**src/rtl/ipl_pkg.sv**
```systemverilog
`default_nettype none
package ipl_pkg;

    localparam int CAPACITY = 255;
    localparam int HALF_W   = 64;
    localparam int ID_W     = 2 * HALF_W;
    localparam int IDX_W    = $clog2(CAPACITY + 1);
    localparam int RAM_AW   = (CAPACITY > 1) ? $clog2(CAPACITY) : 1;

    // datapath operations, one per microprogram step
    typedef enum logic [2:0] {
        OP_ACCEPT   = 3'd0,
        OP_CHK_LAST = 3'd1,
        OP_SEARCH   = 3'd2,
        OP_INS_NULL = 3'd3,
        OP_APPEND   = 3'd4
    } t_op;

    typedef logic [2:0] t_step;

    localparam t_step ST_WAIT     = 3'd0;
    localparam t_step ST_CHK_LAST = 3'd1;
    localparam t_step ST_SEARCH   = 3'd2;
    localparam t_step ST_INS_NULL = 3'd3;
    localparam t_step ST_APPEND   = 3'd4;

    typedef struct packed {
        logic  busy;
        t_op   op;
        t_step j_jump;
        t_step j_next;
    } t_ucode;

    typedef struct packed {
        logic done;
        logic jump;
    } t_stat;

    function automatic t_ucode ucode_rom(input t_step addr);
        t_ucode w;
        w = '{busy: 1'b1, op: OP_ACCEPT, j_jump: ST_WAIT, j_next: ST_WAIT};
        unique case (addr)
            ST_WAIT:     w = '{busy: 1'b0, op: OP_ACCEPT,
                               j_jump: ST_CHK_LAST, j_next: ST_WAIT};
            ST_CHK_LAST: w = '{busy: 1'b1, op: OP_CHK_LAST,
                               j_jump: ST_INS_NULL, j_next: ST_SEARCH};
            ST_SEARCH:   w = '{busy: 1'b1, op: OP_SEARCH,
                               j_jump: ST_APPEND, j_next: ST_SEARCH};
            ST_INS_NULL: w = '{busy: 1'b1, op: OP_INS_NULL,
                               j_jump: ST_APPEND, j_next: ST_APPEND};
            ST_APPEND:   w = '{busy: 1'b1, op: OP_APPEND,
                               j_jump: ST_WAIT, j_next: ST_WAIT};
            default:     w = '{busy: 1'b1, op: OP_ACCEPT,
                               j_jump: ST_WAIT, j_next: ST_WAIT};
        endcase
        return w;
    endfunction

endpackage
`default_nettype wire

```
**src/rtl/ipl_sequencer.sv**
```systemverilog
`default_nettype none
module ipl_sequencer (
    input  wire logic           i_clk,
    input  wire logic           i_rst_n,
    input  wire ipl_pkg::t_stat i_stat,
    output ipl_pkg::t_ucode     o_ucode
);
    import ipl_pkg::*;

    t_step r_step;
    t_step n_step;

    assign o_ucode = ucode_rom(r_step);

    always_comb begin
        if (i_stat.done) begin
            n_step = ST_WAIT;
        end else if (i_stat.jump) begin
            n_step = o_ucode.j_jump;
        end else begin
            n_step = o_ucode.j_next;
        end
    end

    always_ff @(posedge i_clk) begin
        if (!i_rst_n) begin
            r_step <= ST_WAIT;
        end else begin
            r_step <= n_step;
        end
    end

endmodule
`default_nettype wire

```
**config.mk**
```make
export PLATFORM = sky130hd
export DESIGN_NAME = ipl_sequencer
export DESIGN_NICKNAME = d
export VERILOG_FILES = /design/src/rtl/ipl_pkg.sv /design/src/rtl/ipl_sequencer.sv
export SDC_FILE = /design/constraint.sdc
export NUM_CORES = 1
export LEC_CHECK = 0
export BUFFER_PORTS_ARGS = -buffer_cell sky130_fd_sc_hd__clkbuf_2
export CORE_AREA = 2 2 39 41
export DETAILED_ROUTE_END_ITERATION = 6
export DIE_AREA = 0 0 41 43
export HOLD_SLACK_MARGIN = 0.15
export PLACE_DENSITY = 0.42
export SYNTH_ARGS = -nofsm -noshare
export SYNTH_HDL_FRONTEND = slang
export SYNTH_SLANG_ARGS = --single-unit
export TNS_END_PERCENT = 10
```
**constraint.sdc**
```tcl
create_clock -name i_clk -period 1.15 [get_ports i_clk]
set_input_delay 0.23 -clock i_clk [delete_from_list [all_inputs] [get_ports i_clk]]
set_output_delay 0.23 -clock i_clk [all_outputs]
set_load 0.01 [all_outputs]
```
==> results of run 1 <==
## logic make-up (layout without fill, tap and decap cells)
group,after synthesis,count (layout),share of synthesized area
DFF,3,3,0.320
other,1,1,0.0200
and+or+nand+nor,14,14,0.487
AOI/OAI and AO/OA,2,2,0.0933
buffers and inverters,2,22,0.0800
## final timing paths
path                        start              endpoint  depth (start not counted)
max          r_step[2]$_SDFF_PP0_            o_ucode[9]                          2
min                     i_stat[0]  r_step[0]$_SDFF_PP0_                          2
max reg2reg  r_step[1]$_SDFF_PP0_  r_step[1]$_SDFF_PP0_                          3
min reg2reg  r_step[1]$_SDFF_PP0_  r_step[0]$_SDFF_PP0_                          2
## through the flow
step	std cells	setup TNS (ps)	hold slack, ps	setup WS, ps
6_report	58	-744	270	-151
5_1_grt	58	-1210	282	-186
4_1_cts	58	-1010	264	-181
3_5_place_dp	53	-13.5	519	-13.5
3_3_place_gp	53	0	503	20.0
2_1_floorplan	22	0	400	16.6
## layer usage
layer  track usage  share of wire  vias up
met5             0              0        -
met2        0.0719           0.41       13
li1              -              -      111
met3        0.0209           0.15        0
met1        0.0737           0.45       89
met4        0.0800              0        0
## cell type report
| type | instances | area, µm² | share of cell area |
|---|---|---|---|
| Clock buffer | 4 | 26.3 | 0.0745 |
| Tap cell | 16 | 20.0 | 0.0567 |
| Sequential cell | 3 | 68.8 | 0.195 |
| Multi-Input combinational cell | 17 | 129 | 0.365 |
| Timing Repair Buffer | 18 | 109 | 0.309 |
## power breakdown
part           total [mW]  internal, mW  switching [mW]
combinational      0.0456        0.0248          0.0208
sequential          0.107         0.104         0.00342
clock               0.183         0.130          0.0528
total               0.336         0.259          0.0770
## cells in the final DEF (no fill, tap or decap), types with 2 or more instances in the layout
| cell type | instances |
|---|---|
| sky130_fd_sc_hd__clkbuf_2 | 7 |
| sky130_fd_sc_hd__buf_2 | 5 |
| sky130_fd_sc_hd__buf_4 | 5 |
| sky130_fd_sc_hd__clkbuf_4 | 3 |
| sky130_fd_sc_hd__and2_1 | 2 |
| sky130_fd_sc_hd__nand2b_1 | 2 |
| sky130_fd_sc_hd__dfxtp_4 | 2 |
## critical path, stage by stage, from the launching register on
cell and delay [ps]:
sky130_fd_sc_hd__dfxtp_2 340, sky130_fd_sc_hd__or3_1 360, sky130_fd_sc_hd__clkbuf_2 140
## timing repair
action / in CTS / in global routing
resized for setup: 6 / 10
hold endpoints to repair: 0 / 0
buffers inserted: 1 / 0
endpoints found under the setup margin: 9 / 10
pin swaps: 2 / 2
gates cloned: 0 / 0
==> results_dict.tcl, run 1 <==
set metrics [dict create \
    run_status "finished, violations left" \
    rsz0062_at_grt "true" \
    clock-sinks 3 \
    final_antenna_net_count 0 \
    finalWorstSetupSlack_ps -151 \
    drtIter0Drc 0 \
    yosys_register_bits 3 \
    powerDensity_nw_per_um2 951 \
    largest_area_contributor_in_the_netlist "sky130_fd_sc_hd__dfxtp_1" \
    maxCapViolations 0 \
    clk_root_buffer_cell "sky130_fd_sc_hd__clkbuf_4" \
    cts_inserted_buffers 3 \
    worstSetupStartpointType "register" \
    maximum_number_of_pins_on_one_net_before_global_route_repair 7 \
    max_reg_flops 3 \
    post-route-period-util 1.13 \
    final_cell_area_um2 353 \
    drcViolationCount 0 \
    cts_hold_buffers 0 \
    layout_area_growth_over_synthesis_pct 88.0 \
    failed_checks "setup timing" \
    max_flop_register "r_step" \
    post-layout-total-power_uw 336 \
    ys_top_cells_by_area "sky130_fd_sc_hd__dfxtp_1, sky130_fd_sc_hd__buf_4, sky130_fd_sc_hd__nor3b_1, sky130_fd_sc_hd__a211oi_2, sky130_fd_sc_hd__and2_1" \
    global_route.usage.total 0.0622 \
    finClkSkew_ps 1.30 \
    synth_top_flop_cell "sky130_fd_sc_hd__dfxtp_1" \
    data_arrival_time_of_the_worst_path_ps 1070 \
    core_region_area_um2 1380 \
    synth_cell_types 14 \
    route.vias.total 213 \
    filler_cell_count 161 \
    htreeDepth 1 \
    antenna_violations_before_repair 0 \
    grt_first_pass_wirelength_um 696 \
    finish.net_count 47 \
    synth_largest_type_area_fraction 0.320 \
    synth-async-reset-ratio 0 \
    start_util 0.136 \
    final_layout_size_suffix_gt1_frac 0.714 \
    synth.yosys.warnings 0 \
    antenna_cells_inserted 0 \
    yosysMostFrequentCell "sky130_fd_sc_hd__dfxtp_1" \
    floorplan.io_pins 14 \
    worst_ep_required_time_ps 920 \
    leakagePower_nw 0.176 \
    clockBufferDepth 2 \
    timing.critical_path.fanout_max 6 \
    number_of_instances_in_the_synthesized_netlist 22 \
    gr-total-overflow 0 \
    routed_via_density 3.67 \
    drt_pass1_iterations 1 \
    wirelength_um 475 \
    die-height_um 43 \
    registers_with_the_highest_flip_flop_counts "r_step: 3 flops" \
    crit_path_end_kind "output pin" \
    place.detailed.hpwl_um 366 \
    vdd.ir_drop.worst_v 0.000272 \
    fmax_mhz 769 \
    placed_cell_area_um2 290 \
    edff_count_synth 0 \
    final_hold_viol_count 0 \
    globalplace.congestion 0.627 \
    clkLatencyLatePin_ps 230 \
    num_rows 14 \
    synth.avg_cell_area_um2 8.53 \
    timing_max_transition_violations_final 0 \
    cts.reportedPaths.clkPinSlew_ps 40 \
    dieWidth_um 41 \
    avgRoutedWirePerCell_um 8.19 \
    synth.net_count 26 \
    worst-r2r-setup-slack_ps 70 \
    syn-cell-area_um2 188 \
    final_util 0.255 \
    fraction_of_the_yosys_area_taken_by_sequential_cells 0.320 \
    path_class "reg2out" \
    dieArea_um2 1760 \
    cts_tree "done" \
    layout_min_cycle_time_ps 1300 \
    via_count_of_the_first_global_routing_pass 185 \
    report.final.setup_viol 8 \
    io_buffer_count 12 \
    hold_path.class "in2reg" \
]
No activity file was read; power rests on OpenSTA's default activity.
==> inputs of run 2 (changes only) <==
Settings changed: SKIP_LAST_GASP set to 1.
==> run 2 against run 1 <==
Compared with the run above:
- the flow still finishes with violations (setup timing)
- hold slack worse by 3.0 ps
- largest cell class unchanged
- critical endpoint unchanged
- sequential power about the same
- clock skew about the same
==> results_dict.tcl, run 2 (synthesis gave the netlist of run 1 again) <==
set metrics [dict create \
    layout_min_cycle_time_ps 1290 \
    clk_root_buffer_cell "sky130_fd_sc_hd__clkbuf_4" \
    total_negative_slack_ps -805 \
    cp_slowest_stage_delay_ps 360 \
    vdd.ir_drop.worst_v 0.000272 \
    finalWorstSetupSlack_ps -144 \
    floorplan.io_pins 14 \
    critical_path.n_buffers_inverters 1 \
    final_util 0.247 \
    post-layout-total-power_uw 335 \
    path_class "reg2out" \
    place.detailed.hpwl_um 366 \
    run_status "finished, violations left" \
    final-instance-count-excl-fill 58 \
    placed_cell_area_um2 290 \
    clkLatencyLatePin_ps 230 \
    dieWidth_um 41 \
    core_region_area_um2 1380 \
    timing.critical_path.slowest_stage_cell "sky130_fd_sc_hd__or3_1" \
    routed_via_density 3.62 \
    leakagePower_nw 0.172 \
    timing.hold.ws_ps 267 \
    critical_path.cell_chain "or3_1, clkbuf_2" \
    worstSetupStartpointType "register" \
    antenna_violations_before_repair 0 \
    final_cell_area_um2 342 \
    cpLargestDelayFamily "simple AND/OR/NAND/NOR gates" \
    die-height_um 43 \
    max_flop_register "r_step" \
    powerDensity_nw_per_um2 980 \
    htreeDepth 1 \
    start_util 0.136 \
    worst_ep_required_time_ps 920 \
    rsz0062_at_grt "true" \
    finClkSkew_ps 1.23 \
    via_count_of_the_first_global_routing_pass 177 \
    cts.reportedPaths.clkPinSlew_ps 40 \
    avgRoutedWirePerCell_um 7.66 \
    maximum_number_of_pins_on_one_net_before_global_route_repair 7 \
    dieArea_um2 1760 \
    grt_first_pass_wirelength_um 676 \
    failed_checks "setup timing" \
    timing.critical_path.fanout_max 6 \
    cts_tree "done" \
    max_reg_flops 3 \
    hold_path.class "in2reg" \
    drtIter0Drc 1 \
    route.vias.total 210 \
    cts_inserted_buffers 3 \
    num_rows 14 \
    report.final.setup_viol 9 \
    drt_pass1_iterations 2 \
    clock-sinks 3 \
    globalplace.congestion 0.627 \
    crit_path_end_kind "output pin" \
    dp_slack_ps -13.5 \
    finish.net_count 47 \
    antenna_cells_inserted 0 \
    global_route.usage.total 0.0612 \
    data_arrival_time_of_the_worst_path_ps 1060 \
    registers_with_the_highest_flip_flop_counts "r_step: 3 flops" \
    maxCapViolations 0 \
    layout_area_growth_over_synthesis_pct 82.0 \
    final_hold_viol_count 0 \
    mostFrequentLayoutCells "sky130_fd_sc_hd__clkbuf_2, sky130_fd_sc_hd__buf_4, sky130_fd_sc_hd__clkbuf_4" \
    gr-total-overflow 0 \
    timing_max_transition_violations_final 0 \
    fmax_mhz 773 \
    io_buffer_count 12 \
    final_layout_size_suffix_gt1_frac 0.667 \
    drcViolationCount 0 \
    final_antenna_net_count 0 \
    final_common_cell "sky130_fd_sc_hd__clkbuf_2" \
    dpl.cell_count 53 \
    clockBufferDepth 2 \
    wirelength_um 444 \
    post-route-period-util 1.12 \
]
[run 2: cell count changes in the layout (fill, tap and decap cells not counted)]
cell	previous run	this run
sky130_fd_sc_hd__buf_2	5	2
sky130_fd_sc_hd__clkbuf_2	7	10
sky130_fd_sc_hd__buf_4	5	6
sky130_fd_sc_hd__buf_6	1	0
sky130_fd_sc_hd__dfxtp_2	1	2
sky130_fd_sc_hd__dfxtp_4	2	1
sky130_fd_sc_hd__nor2_1	1	2
sky130_fd_sc_hd__nor2_2	1	0
sky130_fd_sc_hd__or3b_1	0	1
sky130_fd_sc_hd__or3b_4	1	0
[run 2: area by class of cell]
class                   count  area [µm²]
well taps                  16        20.0
repair buffers             18         105
flip-flops and latches      3        66.3
multi-input cells          17         124
clock buffers               4        26.3
fillers                   159        1040
[run 2: layer usage]
layer,share of wire,GRT usage,vias up
li1,-,-,111
met1,0.48,0.0737,86
met2,0.37,0.0688,13
met3,0.15,0.0209,0
met4,0,0.0800,0
met5,0,0,-
[run 2: worst min-delay path, stage by stage]
cell                       delay (ps)
sky130_fd_sc_hd__clkbuf_2          90
sky130_fd_sc_hd__nor2_1            80
sky130_fd_sc_hd__nor3b_1           50
[run 2: where the power goes]
| group | switching (mW) | leakage, nW | internal [mW] |
|---|---|---|---|
| logic | 0.0205 | 0.131 | 0.0233 |
| clock network | 0.0527 | 0.0150 | 0.130 |
| registers | 0.00288 | 0.0261 | 0.105 |
[run 2: path summary, 6_finish.rpt]
check             slack (ps)            startpoint                    to  cells past startpoint
setup reg to reg          40  r_step[1]$_SDFF_PP0_  r_step[1]$_SDFF_PP0_                      3
hold / removal           270             i_stat[0]  r_step[2]$_SDFF_PP0_                      3
hold reg to reg          530  r_step[0]$_SDFF_PP0_  r_step[2]$_SDFF_PP0_                      2
setup / recovery        -140  r_step[2]$_SDFF_PP0_            o_ucode[9]                      2
[run 2: what timing repair did]
action | in CTS | in global routing
setup endpoints to repair | 9 | 10
hold buffers | 0 | 0
pin swaps | 1 | 0
setup buffers | 1 | 0
gates resized for setup | 2 | 7
==> inputs of run 3 (changes only) <==
Settings changed: PLACE_DENSITY 0.42 to not set.
==> run 3 against run 2 <==
Compared with the run above:
- the flow still finishes with violations (setup timing)
- hold slack better by 13 ps
- via count is 3.8% lower
- clock-buffer cell count stayed put
- die area stayed put
- register-to-register slack worse by 20 ps
- clock skew hardly changed
- wire length is 9.0% higher
- critical path depth stayed put
- largest power group unchanged
- highest routed layer unchanged
==> results_dict.tcl, run 3 (synthesis gave the netlist of run 1 again) <==
set metrics [dict create \
    max_flop_register "r_step" \
    filler_cell_count 156 \
    routed_via_density 3.54 \
    timing.critical_path.fanout_max 5 \
    cts_inserted_buffers 3 \
    failed_checks "setup timing" \
    die-height_um 43 \
    final_hold_viol_count 0 \
    timing.hold.ws_ps 280 \
    final_layout_size_suffix_gt1_frac 0.634 \
    final_common_cell "sky130_fd_sc_hd__clkbuf_2" \
    clockBufferDepth 2 \
    io_buffer_count 12 \
    dpl.cell_count 50 \
    fmax_mhz 763 \
    dieWidth_um 41 \
    globalplace.congestion 0.658 \
    cpLargestDelayFamily "simple AND/OR/NAND/NOR gates" \
    total_negative_slack_ps -685 \
    vdd.ir_drop.worst_v 0.000307 \
    antenna_cells_inserted 0 \
    global_route.usage.total 0.0712 \
    cp_slowest_stage_delay_ps 370 \
    drcViolationCount 0 \
    maximum_number_of_pins_on_one_net_before_global_route_repair 10 \
    cts_tree "done" \
    finish.net_count 46 \
    via_count_of_the_first_global_routing_pass 196 \
    maxCapViolations 0 \
    seq_cell_area_um2 68.8 \
    critical_path.n_buffers_inverters 1 \
    antenna_violations_before_repair 0 \
    max_reg_flops 3 \
    wirelength_um 484 \
    num_rows 14 \
    avgRoutedWirePerCell_um 8.49 \
    timing.critical_path.slowest_stage_cell "sky130_fd_sc_hd__or3_1" \
    htreeDepth 1 \
    dp_slack_ps -1.56 \
    dieArea_um2 1760 \
    crit_path_end_kind "output pin" \
    rsz0062_at_grt "true" \
    powerDensity_nw_per_um2 990 \
    layout_area_growth_over_synthesis_pct 78.0 \
    clock-sinks 3 \
    post-layout-total-power_uw 331 \
    mostFrequentLayoutCells "sky130_fd_sc_hd__clkbuf_2, sky130_fd_sc_hd__buf_4, sky130_fd_sc_hd__clkbuf_4" \
    post-route-period-util 1.14 \
    final_util 0.241 \
    final-instance-count-excl-fill 57 \
    placed_cell_area_um2 268 \
    layout_min_cycle_time_ps 1310 \
    gr-total-overflow 0 \
    timing_max_transition_violations_final 0 \
    grt_first_pass_wirelength_um 759 \
    core_region_area_um2 1380 \
    path_class "reg2out" \
    run_status "finished, violations left" \
    registers_with_the_highest_flip_flop_counts "r_step: 3 flops" \
    cts_hold_buffers 0 \
    leakagePower_nw 0.166 \
    worstSetupStartpointType "register" \
    floorplan.io_pins 14 \
    data_arrival_time_of_the_worst_path_ps 1080 \
    area_of_the_multi_input_gates_um2 121 \
    cts.reportedPaths.clkPinSlew_ps 40 \
    clk_root_buffer_cell "sky130_fd_sc_hd__clkbuf_4" \
    start_util 0.136 \
    route.vias.total 202 \
    report.final.setup_viol 8 \
    drtIter0Drc 1 \
    hold_path.class "in2reg" \
    finClkSkew_ps 0.763 \
    clkLatencyLatePin_ps 230 \
    finalWorstSetupSlack_ps -160 \
    drt_pass1_iterations 2 \
    critical_path.cell_chain "or3_1, clkbuf_2" \
    worst_ep_required_time_ps 920 \
    final_antenna_net_count 0 \
    final_cell_area_um2 334 \
]
-- run 3: cell type report --
type | count | share of cell area
Multi-Input combinational cell | 17 | 0.363
Timing Repair Buffer | 17 | 0.292
Sequential cell | 3 | 0.206
Clock buffer | 4 | 0.0787
Tap cell | 16 | 0.0599
-- run 3: worst paths after layout --
| kind | from | endpoint | slack (ps) | cells past startpoint |
|---|---|---|---|---|
| max | r_step[2]$_SDFF_PP0_ | o_ucode[9] | -160 | 2 |
| min reg2reg | r_step[2]$_SDFF_PP0_ | r_step[1]$_SDFF_PP0_ | 540 | 2 |
| min | i_stat[0] | r_step[0]$_SDFF_PP0_ | 280 | 2 |
| max reg2reg | r_step[1]$_SDFF_PP0_ | r_step[1]$_SDFF_PP0_ | 20 | 3 |
-- run 3: layer usage --
layer  global-route usage  part of all wire  up-vias
li1                     -                 -      108
met1               0.0801              0.43       85
met2               0.0781              0.46        9
met3               0.0471              0.11        0
met4               0.0800                 0        0
met5                    0                 0        -
-- run 3: report_power, final --
| group | total (mW) | internal [mW] | switching (mW) | leakage (nW) |
|---|---|---|---|---|
| Combinational | 0.0406 | 0.0208 | 0.0198 | 0.124 |
| Sequential | 0.107 | 0.103 | 0.00405 | 0.0263 |
| Clock | 0.183 | 0.130 | 0.0530 | 0.0150 |
-- run 3: timing repair --
action                     in CTS  in global routing
buffers inserted                3                  0
setup endpoints to repair       9                  9
pin swaps                       1                  0
gates resized for setup         6                  2
